### src/hdl/lfsa_pkg.sv
package lfsa_pkg;

  localparam int CAPACITY  = 2048;
  localparam int IDX_W     = 11;
  localparam int CFG_W     = 12;
  localparam int STAT_W    = 2;
  localparam int CFG_RESET = 2048;

  // heap entries and bump pointer both count up to CAPACITY
  localparam int CNT_W  = $clog2(CAPACITY + 1);
  localparam int LEVELS = $clog2(CAPACITY + 1);
  localparam int OFS_W  = LEVELS - 1;
  localparam int LVL_W  = (LEVELS > 2) ? $clog2(LEVELS) : 1;
  localparam int CMP_W  = ((CNT_W > CFG_W) ? CNT_W : CFG_W) + 1;

  localparam logic OP_ALLOC = 1'b0;
  localparam logic OP_FREE  = 1'b1;

  typedef enum logic [STAT_W-1:0] {
    STAT_DONE = 2'd0,
    STAT_FULL = 2'd1,
    STAT_BAD  = 2'd2
  } stat_t;

  typedef enum logic [1:0] {
    TOK_INSERT = 2'd0,
    TOK_FETCH  = 2'd1,
    TOK_SIFT   = 2'd2,
    TOK_DONE   = 2'd3
  } tok_kind_t;

  // travels down the chain, one level per cell
  typedef struct packed {
    logic             valid;
    tok_kind_t        kind;
    logic [IDX_W-1:0] value;
    logic [IDX_W-1:0] root;
    logic [CNT_W-1:0] path;
    logic [LVL_W-1:0] depth;
    logic [OFS_W-1:0] ofs;
    logic [CNT_W-1:0] count;
  } token_t;

  // write into the level above, from a sift step
  typedef struct packed {
    logic             we;
    logic [OFS_W-1:0] addr;
    logic [IDX_W-1:0] data;
  } wb_t;

  typedef struct packed {
    logic             we;
    logic [OFS_W-1:0] waddr;
    logic [IDX_W-1:0] wdata;
    logic [OFS_W-1:0] raddr_a;
    logic [OFS_W-1:0] raddr_b;
  } ram_req_t;

  function automatic logic [LVL_W-1:0] msb_pos(input logic [CNT_W-1:0] v);
    logic [LVL_W-1:0] pos;
    pos = '0;
    for (int i = 0; i < CNT_W; i++) begin
      if (v[i]) pos = LVL_W'(i);
    end
    return pos;
  endfunction

endpackage

### src/hdl/lfsa_cell.sv
module lfsa_cell (
  input  logic                              clk,
  input  logic                              rst,
  input  logic [lfsa_pkg::LVL_W-1:0]        level,
  input  lfsa_pkg::token_t                  tok_in,
  output lfsa_pkg::token_t                  tok_out,
  input  lfsa_pkg::wb_t                     wb_in,
  output lfsa_pkg::wb_t                     wb_out,
  output lfsa_pkg::ram_req_t                ram_req,
  input  logic [lfsa_pkg::IDX_W-1:0]        rdata_a,
  input  logic [lfsa_pkg::IDX_W-1:0]        rdata_b
);

  import lfsa_pkg::*;

  logic             busy, busy_next;
  token_t           hold, cur, tok_nxt;
  wb_t              wb_nxt;
  logic             own_we, need_read, lvl_lt, lvl_eq;
  logic [LVL_W-1:0] sh;
  logic [CNT_W-1:0] anc, anc_x, lvl_bit;
  logic [OFS_W-1:0] path_ofs, c0_ofs, c1_ofs;
  logic [OFS_W:0]   c_dbl;
  logic [CNT_W:0]   g0, g1;
  logic             ex0, ex1, pick1, take;
  logic [IDX_W-1:0] cmin;

  assign cur = busy ? hold : tok_in;

  // offset at this level of the ancestor of the target slot
  always_comb begin
    lvl_lt   = level < cur.depth;
    lvl_eq   = level == cur.depth;
    sh       = cur.depth - level;
    anc      = cur.path >> sh;
    lvl_bit  = CNT_W'(1) << level;
    anc_x    = anc ^ lvl_bit;
    path_ofs = anc_x[OFS_W-1:0];
  end

  // children of the parent slot that a sift step carries in
  always_comb begin
    c_dbl  = {cur.ofs, 1'b0};
    c0_ofs = c_dbl[OFS_W-1:0];
    c1_ofs = c0_ofs | OFS_W'(1);
    g0     = {1'b0, lvl_bit} - (CNT_W+1)'(1) + {1'b0, c_dbl};
    g1     = g0 + (CNT_W+1)'(1);
    ex0    = g0 < {1'b0, cur.count};
    ex1    = g1 < {1'b0, cur.count};
    pick1  = ex1 && (rdata_b < rdata_a);
    cmin   = pick1 ? rdata_b : rdata_a;
    take   = ex0 && (cmin < cur.value);
  end

  always_comb begin
    unique case (cur.kind)
      TOK_INSERT: need_read = lvl_lt;
      TOK_FETCH:  need_read = (level == '0) || lvl_eq;
      TOK_SIFT:   need_read = level != '0;
      TOK_DONE:   need_read = 1'b0;
    endcase
  end

  always_comb begin
    busy_next     = busy;
    tok_nxt       = cur;
    tok_nxt.valid = 1'b0;
    wb_nxt        = '0;
    own_we        = 1'b0;
    if (!busy && tok_in.valid) begin
      if (need_read) begin
        busy_next = 1'b1;
      end else begin
        tok_nxt.valid = 1'b1;
        if (cur.kind == TOK_INSERT && lvl_eq) begin
          own_we       = 1'b1;
          tok_nxt.kind = TOK_DONE;
        end
      end
    end else if (busy) begin
      busy_next     = 1'b0;
      tok_nxt.valid = 1'b1;
      unique case (cur.kind)
        TOK_INSERT: begin
          // smaller value stays on the path, larger one moves on
          if (cur.value < rdata_a) begin
            own_we        = 1'b1;
            tok_nxt.value = rdata_a;
          end
        end
        TOK_FETCH: begin
          if (level == '0) tok_nxt.root = rdata_a;
          if (lvl_eq) tok_nxt.value = rdata_b;
        end
        TOK_SIFT: begin
          wb_nxt.we   = 1'b1;
          wb_nxt.addr = cur.ofs;
          if (take) begin
            wb_nxt.data = cmin;
            tok_nxt.ofs = pick1 ? c1_ofs : c0_ofs;
          end else begin
            wb_nxt.data  = cur.value;
            tok_nxt.kind = TOK_DONE;
          end
        end
        TOK_DONE: begin
        end
      endcase
    end
  end

  always_comb begin
    ram_req.we      = own_we | wb_in.we;
    ram_req.waddr   = own_we ? path_ofs : wb_in.addr;
    ram_req.wdata   = own_we ? cur.value : wb_in.data;
    ram_req.raddr_a = (cur.kind == TOK_SIFT)  ? c0_ofs :
                      (cur.kind == TOK_FETCH) ? '0 : path_ofs;
    ram_req.raddr_b = (cur.kind == TOK_SIFT)  ? c1_ofs : path_ofs;
  end

  always_ff @(posedge clk) begin
    if (!busy && tok_in.valid) hold <= tok_in;
  end

  always_ff @(posedge clk) begin
    if (rst) begin
      busy          <= 1'b0;
      tok_out.valid <= 1'b0;
      wb_out.we     <= 1'b0;
    end else begin
      busy    <= busy_next;
      tok_out <= tok_nxt;
      wb_out  <= wb_nxt;
    end
  end

endmodule

### config.mk
export PLATFORM = sky130hd
export DESIGN_NAME = lfsa_cell
export DESIGN_NICKNAME = d
export VERILOG_FILES = /design/src/hdl/lfsa_pkg.sv /design/src/hdl/lfsa_cell.sv
export SDC_FILE = /design/constraint.sdc
export NUM_CORES = 1
export LEC_CHECK = 0
export ABC_CLOCK_PERIOD_IN_PS = 17060
export BUFFER_PORTS_ARGS = -buffer_cell sky130_fd_sc_hd__buf_2
export CORE_AREA = 3 3 164 166
export CTS_BUF_LIST = sky130_fd_sc_hd__clkbuf_4 sky130_fd_sc_hd__clkbuf_8
export DETAILED_ROUTE_END_ITERATION = 8
export DIE_AREA = 0 0 167 169
export GPL_TIMING_DRIVEN = 1
export PLACE_DENSITY_LB_ADDON = 0.3
export REMOVE_ABC_BUFFERS = 1
export SLEW_MARGIN = 20
export SYNTH_ARGS = -nofsm -noshare
export SYNTH_HDL_FRONTEND = slang
export SYNTH_SLANG_ARGS = --single-unit
### constraint.sdc
create_clock -name clk -period 17.06 [get_ports clk]
set_clock_uncertainty 0.15 [all_clocks]
set_input_delay 0.853 -clock clk [delete_from_list [all_inputs] [get_ports clk]]
set_output_delay 0.853 -clock clk [all_outputs]
set_load 0.02 [all_outputs]
==> impl_metrics.py <==
metrics = {
    "outcome": {
        "status": "finished clean",
    },
    "synth": {
        "ys.flop_type": "edfxtp_1",
        "synth-edff-count": 148,
        "synth.top_cell.area_share_pct": 44.9,
        "synthArstFlopShare_pct": 0,
        "yosysMostFrequentCell": "edfxtp_1",
        "synthDistinctLibCells": 62,
        "yosysSeqAreaShare_pct": 45.5,
        "synth-seq-cells": 151,
        "synth_area_leader_cell": "edfxtp_1",
        "avgSynthCellArea_um2": 11.0,
        "synth_area_leaders": "edfxtp_1, ha_1, mux2i_1",
        "ys_warn_count": 0,
        "netlist_instances": 901,
        "syn_area_mm2": 0.00990,
        "yosys-top-cells-count": "edfxtp_1, mux2i_1, inv_1",
    },
    "detailed_routing": {
        "antenna_left": 0,
        "routedWlPerCell_um": 20.1,
        "drt_pass1_iterations": 5,
        "drt-initial-drc-count": 675,
        "via_per_inst": 5.39,
        "finalWirelength_mm": 30.0,
        "drcViolationCount": 0,
        "dr_total_vias": 8049,
    },
    "power_and_ir_drop": {
        "ir_worst_vdd_v": 0.0000410,
        "comb_power_share_pct": 36.5,
        "fin_total_pwr_mw": 1.14,
        "power_switching_mw": 0.429,
        "p_sw_share_pct": 37.7,
        "power_density_mw_per_mm2": 95.9,
        "clockPowerShare_pct": 24.5,
        "leakage_nw": 5.15,
        "p_int_mw": 0.708,
        "seq_power_share_pct": 39.0,
    },
    "cts": {
        "htreeDepth": 4,
        "cts-resized-gates": 0,
        "cts_hold_buf": 0,
        "clk_latency_ns": 0.46,
        "post_cts_buffers": 0,
        "root_buffer": "clkbuf_8",
        "cts_max_path_buffers": 2,
        "clkTransAtPathRegs_ns": 0.10,
        "cts_tree": "yes",
        "numClockSinks": 151,
        "cts_inserted_buffers": 17,
    },
    "grt": {
        "antenna_found_initial": 1,
        "grt_pass1_vias": 8021,
        "track_usage_pct": 20.8,
        "overflow": 0,
        "grt_max_degree": 51,
        "grt_pass1_wl_mm": 45.7,
    },
    "worst_setup_path": {
        "rr_worst_depth": 31,
        "start_kind": "flop",
        "crit_slowest_cell": "dfxtp_4",
        "crit_type": "reg2reg",
        "worstPathArrival_ns": 8.92,
        "worstReg2RegEnd": "wb_out[0]$_SDFFCE_PP0N_",
        "cp_common_cell": "ha_1",
        "crit_path_start": "busy$_SDFFE_PP0N_",
        "end_kind": "flop",
        "worst-r2r-setup-slack_ns": 8.15,
        "cp-endpoint": "wb_out[0]$_SDFFCE_PP0N_",
        "cp.required_ns": 17.07,
        "slowest_delay_ns": 0.58,
        "timing.rr.start": "busy$_SDFFE_PP0N_",
        "critical_path.max_fanout": 28,
    },
    "floorplan": {
        "die_y_um": 169,
        "start_util_pct": 38.4,
        "row_count": 59,
        "core-area_mm2": 0.0258,
        "ios": 247,
        "die_w_um": 167,
        "die-area_mm2": 0.0282,
    },
    "sta": {
        "finalMaxSlewViolations": 0,
        "tns_ns": 0,
        "whs_ns": 0.425,
        "max_freq_mhz": 112,
        "maxSlewHeadroom_pct": 30.0,
        "period_share_pct": 52.2,
        "finalSetupViolCount": 0,
        "hold_viol_final": 0,
        "rsz0062_at_grt": "false",
        "tightest_slew_ns": 1.05,
        "period_needed_ns": 8.91,
    },
    "hold_path": {
        "min_path_type": "in2reg",
    },
    "run": {
        "drv_cap": 0,
    },
    "place": {
        "globalplace.congestion": 0.897,
        "placed_area_mm2": 0.0115,
        "port_buffers": 246,
        "dp_cells": 1459,
        "hpwl_mm": 23.2,
    },
    "final_layout": {
        "drive_gt1_share_pct": 30.4,
        "final_cells": 1492,
        "postLayoutCellArea_mm2": 0.0119,
        "fillers": 2435,
        "area_growth_pct": 19.8,
        "nets": 1339,
    },
}
layer usage:
layer	share of wire [%]	global-route usage (%)	wire [um]
met1	43	26.9	13000
met2	47	34.3	14000
met3	7.3	5.21	2200
met4	2.8	7.25	856
met5	0	0	0
worst min-delay path by stage:
stage	cells after the start	from	slack, ns	to
finish	1	tok_in[35]	0.42	hold[35]$_DFFE_PP_
global placement	2	hold[23]$_DFFE_PP_	0.41	tok_out[23]$_DFFE_PN_
floorplan	2	hold[23]$_DFFE_PP_	0.38	tok_out[23]$_DFFE_PN_
global route	1	tok_in[27]	0.39	hold[27]$_DFFE_PP_
CTS	1	tok_in[43]	0.40	hold[43]$_DFFE_PP_
detailed placement	2	hold[23]$_DFFE_PP_	0.41	tok_out[23]$_DFFE_PN_
state kept, by name, summed over array words and instances, names as in the netlist:
| register | cells |
|---|---|
| tok_out | 64 |
| hold | 63 |
| wb_out | 23 |
| busy | 1 |
stage by stage:
| stage | setup slack [ns] | util, % |
|---|---|---|
| floorplan | 7.11 | - |
| global placement | 8.37 | 44.6 |
| detailed placement | 8.02 | 44.6 |
| CTS | 8.22 | 46.0 |
| global route | 7.41 | 46.0 |
| finish | 8.15 | 46.0 |
logic make-up (layout without fill, tap and decap cells):
family	count (synthesis)	after routing	share of synthesized area [%]
AND/OR/NAND/NOR	199	199	9.62
AO/OA/AOI/OAI	192	192	13.1
flip-flops	151	151	45.5
multiplexers	132	132	13.9
buffers and inverters	116	370	4.83
adder cells (fa/ha/maj)	81	81	10.4
XOR/XNOR	30	30	2.65
other	0	2	0
final cells by class:
cell class | count | area [um2] | share of cell area, %
clock buffer | 17 | 234 | 1.97
tap | 335 | 419 | 3.54
sequential | 151 | 4510 | 38.0
antenna | 2 | 5.00 | 0.0422
inverter | 81 | 305 | 2.57
multi-input combinational | 634 | 4930 | 41.5
clock inverter | 14 | 138 | 1.16
timing repair buffer | 258 | 1320 | 11.1
worst max-delay path, delay by kind of cell, from the launching register on:
family | cells | cell delay, ns
flip-flops | 1 | 0.58
buffers and inverters | 4 | 0.84
adder cells (fa/ha/maj) | 4 | 1.20
XOR/XNOR | 1 | 0.15
AND/OR/NAND/NOR | 8 | 1.61
AO/OA/AOI/OAI | 12 | 3.20
multiplexers | 2 | 0.86
cells in the final DEF, fill, tap and decap left out, drive strengths merged, types with 37 or more instances in the layout:
cell and instances:
o21ai 37, nand2 43, ha 79, nor2 69
mux2 41, mux2i 91, edfxtp 148, inv 88
buf 258, a21oi 60
power groups by stage:
stage	registers (mW)	clock network (mW)	logic [mW]
after floorplan	0.472	0	0.267
after global placement	0.452	0	0.409
after detailed placement	0.452	0	0.413
after CTS	0.444	0.285	0.416
after global routing	0.446	0.301	0.460
final	0.443	0.278	0.415
(Power assumes the default switching activity.)
