**config.mk**
```make
export PLATFORM = sky130hd
export DESIGN_NAME = lfsa_ram
export DESIGN_NICKNAME = d
export VERILOG_FILES = /design/src/hdl/lfsa_ram.sv
export SDC_FILE = /design/constraint.sdc
export NUM_CORES = 1
export LEC_CHECK = 0
export BUFFER_PORTS_ARGS = -buffer_cell sky130_fd_sc_hd__buf_4
export CAP_MARGIN = 20
export CORE_MARGIN = 4
export CORE_UTILIZATION = 30
export DETAILED_ROUTE_END_ITERATION = 16
export GPL_TIMING_DRIVEN = 0
export PLACE_DENSITY_LB_ADDON = 0.25
export SLEW_MARGIN = 20
export SYNTH_ARGS = -nofsm -noshare
export SYNTH_HDL_FRONTEND = slang
export SYNTH_SLANG_ARGS = --single-unit
```
**constraint.sdc**
```tcl
create_clock -name clk -period 1.15 [get_ports clk]
set_input_delay 0.0575 -clock clk [delete_from_list [all_inputs] [get_ports clk]]
set_output_delay 0.0575 -clock clk [all_outputs]
set_load 0.01 [all_outputs]
```
**src/hdl/lfsa_ram.sv**
```systemverilog
module lfsa_ram #(
  parameter int DEPTH = 2,
  parameter int WIDTH = 11,
  localparam int AW = (DEPTH > 1) ? $clog2(DEPTH) : 1
) (
  input  logic             clk,
  input  logic             we,
  input  logic [AW-1:0]    waddr,
  input  logic [WIDTH-1:0] wdata,
  input  logic [AW-1:0]    raddr_a,
  input  logic [AW-1:0]    raddr_b,
  output logic [WIDTH-1:0] rdata_a,
  output logic [WIDTH-1:0] rdata_b
);

  logic [WIDTH-1:0] mem [DEPTH];

  always_ff @(posedge clk) begin
    if (we) mem[waddr] <= wdata;
    rdata_a <= mem[raddr_a];
    rdata_b <= mem[raddr_b];
  end

endmodule

```
==> results of run 1 <==
final cells by class:
| type | count | area, µm² | share of cell area (%) |
|---|---|---|---|
| flip-flops and latches | 44 | 1100 | 53.6 |
| clock inverters | 2 | 38.8 | 1.89 |
| clock buffers | 6 | 82.6 | 4.02 |
| repair buffers | 48 | 388 | 18.9 |
| multi-input cells | 24 | 338 | 16.4 |
| well taps | 67 | 83.8 | 4.08 |
| plain buffers | 2 | 22.5 | 1.10 |
worst min-delay path by stage:
stage,to,startpoint
after floorplan,mem[0][0],wdata[0]
after global placement,mem[0][8],wdata[8]
after detailed placement,mem[1][0],wdata[0]
after CTS,rdata_a[8],raddr_a
after global routing,rdata_a[8],raddr_a
final,rdata_a[8],raddr_a
routing by layer:
metal / GRT usage (%) / vias up
li1: - / 363
met1: 8.21 / 353
met2: 14.4 / 25
met5: 0 / -
met3: 5.22 / 5
met4: 4.27 / 0
registers in the layout, indices dropped and copies added, names as in the netlist:
| signal | cells |
|---|---|
| rdata_b | 11 |
| mem | 22 |
| rdata_a | 11 |
where the power goes:
group          internal (µW)  switching [µW]  leakage [µW]
sequential              1780            42.5      0.000392
combinational            247             131      0.000414
clock                    710             498     0.0000614
kinds of logic after synthesis:
family / count (synthesis)
DFF: 44
buffers and inverters: 2
and+or+nand+nor: 2
muxes: 22
per-stage QoR:
stage	cell area (µm²)	std cells	total power, µW	util (%)	hold slack (ns)
CTS	2050	193	3450	43.4	0.0119
detailed placement	1820	174	2210	38.5	0.246
floorplan	1460	70	2030	-	0.156
finish	2050	193	3400	43.5	0.0227
global route	2050	193	3580	43.5	0.00773
global placement	1820	174	2200	38.5	0.243
cells in the mapped netlist:
cell type and n:
mux2_2 2, edfxtp_1 22, buf_6 2, and2_1 1, mux2_4 20, nor2b_1 1
dfxtp_1 22
==> flow_summary.json, run 1 <==
{
  "critical_path_arrival_ns": 0.74,
  "mostFrequentLayoutCells": "37 x buf_4, 22 x edfxtp_1, 22 x dfxtp_1",
  "coreArea_mm2": 0.00472,
  "netlist_area_mm2": 0.00146,
  "startpoint_type": "flop",
  "r2r_end": "rdata_a[4]",
  "final_common_cell": "buf_4",
  "worstPathMaxFanout": 1,
  "synthSimpleGateAreaFrac_pct": 0.858,
  "worst_pin_slew_ns": 0.627,
  "io_buffers": 37,
  "drt_iter0_markers": 36,
  "hold_depth": 2,
  "reg2reg_slack_ns": 0.37,
  "die_y_um": 77.7,
  "ant_nets": 0,
  "synth-xor-area-share_pct": 0,
  "remaining_drc_errors": 0,
  "die-area_mm2": 0.00604,
  "worst_slack_ns": 0.354,
  "path_buf_inv": 1,
  "required_ns": 1.09,
  "crit_cells": 1,
  "cts.sinks": 44,
  "syn_inst": 70,
  "synth_compound_area_share_pct": 0,
  "crit_path_start": "rdata_b[0]",
  "slowest_delay_ns": 0.31,
  "ys_warn_count": 0,
  "rows": 25,
  "max_freq_mhz": 1260,
  "status": "complete, no violations",
  "hold_class": "in2reg",
  "vias": 746,
  "fin_crit_sh_pct": 69.2,
  "area_growth_pct": 40.8,
  "drive_gt1_share_pct": 55.6,
  "grt_usage_pct": 8.58,
  "wl_met2_um": 1210,
  "via_per_inst": 3.87,
  "min_period_ns": 0.796,
  "ys_seq_area_share_pct": 75.5,
  "ys_top_cells_by_area": "edfxtp_1 45%, dfxtp_1 30%, mux2_4 21%",
  "io_pins": 38,
  "drv_slew": 0,
  "root_buffer": "clkbuf_8",
  "grt_pass1_vias": 790,
  "cap_violations": 0,
  "die_w_um": 77.7,
  "cts_resized": 0,
  "end_kind": "output pin",
  "worst_clock_skew_ns": 0.00453,
  "synth.area.mux_share_pct": 22.1,
  "yosysTopAreaCell": "edfxtp_1",
  "synth-adder-area-share_pct": 0,
  "synth_top_family_by_area": "multiplexers",
  "final_nets": 141,
  "ys_ff_latch": 44,
  "timing.rr.start": "mem[0][4]",
  "htreeDepth": 2,
  "clk_path_buf_depth": 2,
  "finalSetupViolCount": 0,
  "cts_buffers": 5,
  "powerDensity_mw_per_mm2": 1660,
  "p_leak_uw": 0.000867,
  "start_util_pct": 30.9,
  "n_antenna_cell": 0,
  "fillers": 447,
  "cts_hold_buf": 11,
  "wl_met3_um": 155,
  "drt_wl_total_um": 2280,
  "grt_max_degree": 15,
  "path_cells": "buf_4",
  "critPathSlowestCell": "dfxtp_1",
  "path_delay_family": "flip-flops",
  "synth.top_cell.area_share_pct": 45.3,
  "top_layer": "met4",
  "hold_viol": 0,
  "post-place-ws_ns": -0.285,
  "wl_per_cell_um": 11.8,
  "synth_area_per_cell_um2": 20.8,
  "firstDrtPassIters": 2,
  "ir_drop_mv": 0.543,
  "antenna_found_initial": 0,
  "worstRegToRegCells": 1,
  "post_cts_buffers": 0,
  "rsz0062_at_grt": "no",
  "setup_tns_ns": 0,
  "cts_tree": "built",
  "clk_pin_slew_worst_paths_ns": 0.08,
  "endpoint": "rdata_b[0]",
  "synth_nets": 86,
  "clock_latency_ns": 0.29,
  "crit_type": "reg2out",
  "relSlewSlack_pct": 58.0,
  "grt_pass1_wl_um": 3700,
  "wl_met1_um": 869,
  "routabilityCongestion": 0.613,
  "synth.distinct_cells": 7,
  "grt_overflow": 0
}
No activity file was read; power rests on OpenSTA's default activity.
==> run 2, diff against run 1 <==
Clock period 1.15 ns to 0.8 ns, I/O delays scaled along.
==> flow_summary.json, run 2 (synthesis gave the netlist of run 1 again) <==
{
  "cts.sinks": 44,
  "endpoint": "rdata_a[2]",
  "mostFrequentLayoutCells": "25 x buf_4, 22 x edfxtp_1, 20 x mux2_4",
  "reg_top3": "mem (22), rdata_a (11), rdata_b (11)",
  "worst_clock_skew_ns": 0.00481,
  "largest_reg_flops": 22,
  "cts_tree": "built",
  "multi_input_area_um2": 338,
  "io_pins": 38,
  "firstDrtPassIters": 2,
  "cts_hold_buf": 11,
  "n_antenna_cell": 0,
  "min_period_ns": 0.784,
  "post_cts_buffers": 0,
  "powerDensity_mw_per_mm2": 2320,
  "coreArea_mm2": 0.00472,
  "final_nets": 141,
  "ant_nets": 0,
  "hold_class": "in2reg",
  "cap_violations": 0,
  "antenna_found_initial": 0,
  "startpoint_type": "flop",
  "required_ns": 0.98,
  "final-seq-area_mm2": 0.00111,
  "worst_pin_slew_ns": 0.641,
  "die_w_um": 77.7,
  "timing.rr.start": "mem[0][2]",
  "drv_slew": 0,
  "final_common_cell": "buf_4",
  "area_growth_pct": 44.2,
  "routabilityCongestion": 0.602,
  "remaining_drc_errors": 0,
  "status": "finished with violations",
  "max_freq_mhz": 1280,
  "crit_path_start": "mem[0][2]",
  "wl_per_cell_um": 11.6,
  "ir_drop_mv": 0.677,
  "rsz0062_at_grt": "yes",
  "path_buf_inv": 0,
  "hold_viol": 1,
  "crit_cells": 1,
  "slowest_delay_ns": 0.40,
  "grt_pass1_wl_um": 3590,
  "die_y_um": 77.7,
  "grt_overflow": 0,
  "drt_iter0_markers": 57,
  "via_per_inst": 3.77,
  "cts_buffers": 5,
  "worstRegToRegCells": 1,
  "critical_path_arrival_ns": 0.96,
  "placed_area_mm2": 0.00182,
  "largest_register": "mem",
  "reg2reg_slack_ns": 0.02,
  "path_cells": "mux2_4",
  "drive_gt1_share_pct": 64.3,
  "finalSetupViolCount": 0,
  "path_delay_family": "flip-flops",
  "fillers": 428,
  "clock_latency_ns": 0.29,
  "die-area_mm2": 0.00604,
  "critPathSlowestCell": "edfxtp_1",
  "fin_hold_ws_ns": -0.00229,
  "p_total_uw": 4870,
  "vias": 728,
  "drt_wl_total_um": 2250,
  "crit_type": "reg2reg",
  "r2r_end": "rdata_a[2]",
  "grt_usage_pct": 8.35,
  "clk_pin_slew_worst_paths_ns": 0.08,
  "grt_pass1_vias": 765,
  "htreeDepth": 2,
  "clk_path_buf_depth": 2,
  "p_leak_uw": 0.000875,
  "end_kind": "flop",
  "root_buffer": "clkbuf_8",
  "stdcell_area_mm2": 0.00210,
  "io_buffers": 37,
  "worstPathMaxFanout": 2,
  "rows": 25,
  "start_util_pct": 30.9,
  "grt_max_degree": 15,
  "fin_crit_sh_pct": 98.0,
  "relSlewSlack_pct": 57.0,
  "violations": "hold timing"
}
[run 2: cell count changes in the layout (fill, tap and decap cells not counted), sizes merged]
cell | before | now
clkbuf | 6 | 5
clkinvlp | 0 | 1
[run 2: final cells by class]
class                           instances  area share, %
Multi-Input combinational cell         24           16.1
Clock buffer                            5           3.27
Buffer                                  2           1.07
Clock inverter                          3           2.02
Timing Repair Buffer                   48           20.6
Sequential cell                        44           53.0
Tap cell                               67           3.99
[run 2: power breakdown]
part	internal, µW	switching (µW)
combinational	387	187
sequential	2560	70.5
clock	923	739
[run 2: stage by stage]
stage | TNS (ns) | setup slack [ns] | std cells | hold WS (ns) | util, %
final | 0 | 0.0162 | 193 | -0.00229 | 44.5
after global routing | -0.0894 | -0.0147 | 193 | -0.0122 | 44.5
after CTS | 0 | 0.000580 | 193 | -0.0100 | 43.3
after detailed placement | -5.36 | -0.281 | 174 | 0.228 | 38.6
after global placement | -4.78 | -0.246 | 174 | 0.226 | 38.6
after floorplan | 0 | 0.0421 | 70 | 0.139 | -
[run 2: worst min path at each step]
stage / startpoint / endpoint / slack [ns] / cells past startpoint
global route: raddr_b / rdata_b[10] / -0.01 / 2
global placement: wdata[1] / mem[1][1] / 0.23 / 1
detailed placement: wdata[1] / mem[0][1] / 0.23 / 1
CTS: raddr_b / rdata_b[10] / -0.01 / 2
finish: raddr_b / rdata_b[10] / -0.002 / 2
floorplan: wdata[0] / mem[0][0] / 0.14 / 0
[run 2: timing repair]
action / in CTS / in global routing
setup endpoints to repair: 0 / 23
endpoints found under the hold margin: 24 / 1
resized for setup: 0 / 23
[run 2: per-layer routing]
| layer | wire length [µm] | GRT usage [%] | up-vias |
|---|---|---|---|
| met5 | 0 | 0 | - |
| met4 | 67 | 6.94 | 0 |
| met3 | 125 | 2.55 | 5 |
| met2 | 1220 | 14.7 | 28 |
| met1 | 830 | 7.82 | 333 |
| li1 | - | - | 362 |
==> run 3, diff against run 2 <==
Settings changed: ABC_AREA set to 1.
==> flow_summary.json, run 3 <==
{
  "synth_nets": 136,
  "path_buf_inv": 1,
  "routabilityCongestion": 0.685,
  "clk_path_buf_depth": 2,
  "place_inst": 209,
  "max_freq_mhz": 1280,
  "mostFrequentLayoutCells": "67 x nand2_1, 24 x buf_4, 22 x edfxtp_1",
  "synth.top_cell.area_share_pct": 46.9,
  "slowest_delay_ns": 0.33,
  "die-area_mm2": 0.00586,
  "finalSetupViolCount": 0,
  "required_ns": 0.76,
  "firstDrtPassIters": 4,
  "stdcell_area_mm2": 0.00209,
  "largest_register": "mem",
  "hold_depth": 5,
  "status": "complete, no violations",
  "rsz0062_at_grt": "yes",
  "stdcell_count": 232,
  "path_delay_family": "flip-flops",
  "die_y_um": 76.5,
  "crit_type": "reg2out",
  "syn_inst": 120,
  "path_cells": "buf_6",
  "drt_wl_total_um": 2740,
  "clk_pin_slew_worst_paths_ns": 0.09,
  "ys_top_cells_by_area": "edfxtp_1 47%, dfxtp_1 31%, nand2_1 18%",
  "io_buffers": 37,
  "p_total_uw": 4880,
  "worstPathMaxFanout": 1,
  "grt_pass1_wl_um": 4390,
  "fin_crit_sh_pct": 97.3,
  "startpoint_type": "flop",
  "htreeDepth": 2,
  "grt_max_degree": 16,
  "hold_end": "rdata_a[4]",
  "reg_top3": "mem (22), rdata_a (11), rdata_b (11)",
  "n_antenna_cell": 0,
  "remaining_drc_errors": 0,
  "drv_slew": 0,
  "p_leak_uw": 0.000948,
  "min_period_ns": 0.778,
  "hold_class": "in2reg",
  "antenna_found_initial": 0,
  "hold_viol": 0,
  "r2r_end": "rdata_b[7]",
  "final_nets": 195,
  "grt_pass1_vias": 984,
  "yosysTopAreaCell": "edfxtp_1",
  "placed_area_mm2": 0.00175,
  "cts_buffers": 5,
  "synth_common_cells": "67 x nand2_1, 22 x dfxtp_1, 22 x edfxtp_1",
  "yosysMostFrequentCell": "nand2_1",
  "final-seq-area_mm2": 0.00111,
  "async_flop_share_pct": 0,
  "end_kind": "output pin",
  "via_per_inst": 4.10,
  "critPathSlowestCell": "dfxtp_2",
  "wl_per_cell_um": 11.8,
  "powerDensity_mw_per_mm2": 2340,
  "netlist_area_mm2": 0.00141,
  "min-delay-start": "raddr_a",
  "worst_clock_skew_ns": 0.00628,
  "cts_tree": "built",
  "worstRegToRegCells": 2,
  "reg2reg_slack_ns": 0.16,
  "die_w_um": 76.5,
  "drive_gt1_share_pct": 34.4,
  "root_buffer": "clkbuf_8",
  "drt_iter0_markers": 27,
  "area_growth_pct": 48.2,
  "io_pins": 38,
  "grt_overflow": 0,
  "ir_drop_mv": 0.992,
  "start_util_pct": 31.7,
  "rows": 24,
  "post_cts_buffers": 0,
  "fillers": 413,
  "synth_ff_type": "edfxtp_1",
  "final_common_cell": "nand2_1",
  "grt_usage_pct": 10.0,
  "worst_pin_slew_ns": 0.592,
  "multi_input_area_um2": 258,
  "hpwl_um": 1870,
  "synth.distinct_cells": 8,
  "ys_warn_count": 0,
  "cap_violations": 0,
  "coreArea_mm2": 0.00444,
  "ant_nets": 0,
  "post-route-util_pct": 47.0,
  "ys_seq_area_share_pct": 78.2,
  "vias": 951,
  "relSlewSlack_pct": 60.5,
  "clock_latency_ns": 0.30,
  "synth_edf_count": 22,
  "critical_path_arrival_ns": 0.74,
  "timing.rr.start": "mem[0][7]",
  "ys_ff_latch": 44,
  "largest_reg_flops": 22,
  "synth_area_per_cell_um2": 11.7,
  "cts.sinks": 44
}
-- run 3: changes by cell type after synthesis, sizes merged --
| cell | before | now |
|---|---|---|
| inv | 0 | 4 |
| nor2b | 1 | 0 |
| nand2 | 0 | 67 |
| mux2 | 22 | 0 |
| nor2 | 0 | 1 |
| buf | 2 | 4 |
| and2 | 1 | 0 |
-- run 3: what timing repair did --
item,CTS,global route
setup endpoints to repair,3,13
hold buffers,15,0
resized for setup,6,19
hold endpoints to repair,24,0
-- run 3: report_power, final --
part / leakage, µW / internal [µW] / total, µW / switching [µW]
Sequential: 0.000393 / 2560 / 2630 / 74.0
Clock: 0.0000548 / 940 / 1700 / 762
Combinational: 0.000501 / 311 / 544 / 233
-- run 3: metal layers --
layer / share of wire [%] / wire length, µm / GRT usage, %
met5: 0 / 0 / 0
met4: 1.8 / 49 / 7.61
met3: 6.0 / 164 / 3.55
met2: 55 / 1520 / 18.9
met1: 37 / 1010 / 8.41
-- run 3: logic make-up (layout without fill, tap and decap cells) --
group	Yosys count	after routing	share of synthesized area, %
and+or+nand+nor	68	68	18.1
DFF	44	44	78.2
buffers and inverters	8	68	3.73
-- run 3: layout make-up --
| class | instances | share of cell area [%] |
|---|---|---|
| Multi-Input combinational cell | 68 | 12.3 |
| Buffer | 4 | 1.80 |
| Inverter | 4 | 0.719 |
| Clock buffer | 5 | 3.30 |
| Timing Repair Buffer | 52 | 23.2 |
| Tap cell | 52 | 3.12 |
| Sequential cell | 44 | 53.3 |
| Clock inverter | 3 | 2.22 |
-- run 3: worst max path at each step --
stage               startpoint    endpoint  slack, ns  cells past startpoint
CTS                 rdata_b[8]  rdata_b[8]      0.005                      1
global route        rdata_b[3]  rdata_b[3]     -0.001                      1
finish              rdata_b[3]  rdata_b[3]       0.02                      1
floorplan                   we   mem[0][0]       0.06                      2
global placement         waddr  mem[0][10]      -0.22                      2
detailed placement       waddr   mem[0][0]      -0.23                      2
-- run 3: stage by stage --
stage / hold slack [ns] / setup slack [ns] / setup TNS [ns]
2_1_floorplan: 0.139 / 0.0587 / 0
6_report: 0.128 / 0.0216 / 0
5_1_grt: 0.138 / -0.00134 / -0.00223
4_1_cts: 0.122 / 0.00511 / 0
3_3_place_gp: 0.226 / -0.223 / -3.40
3_5_place_dp: 0.229 / -0.226 / -3.56
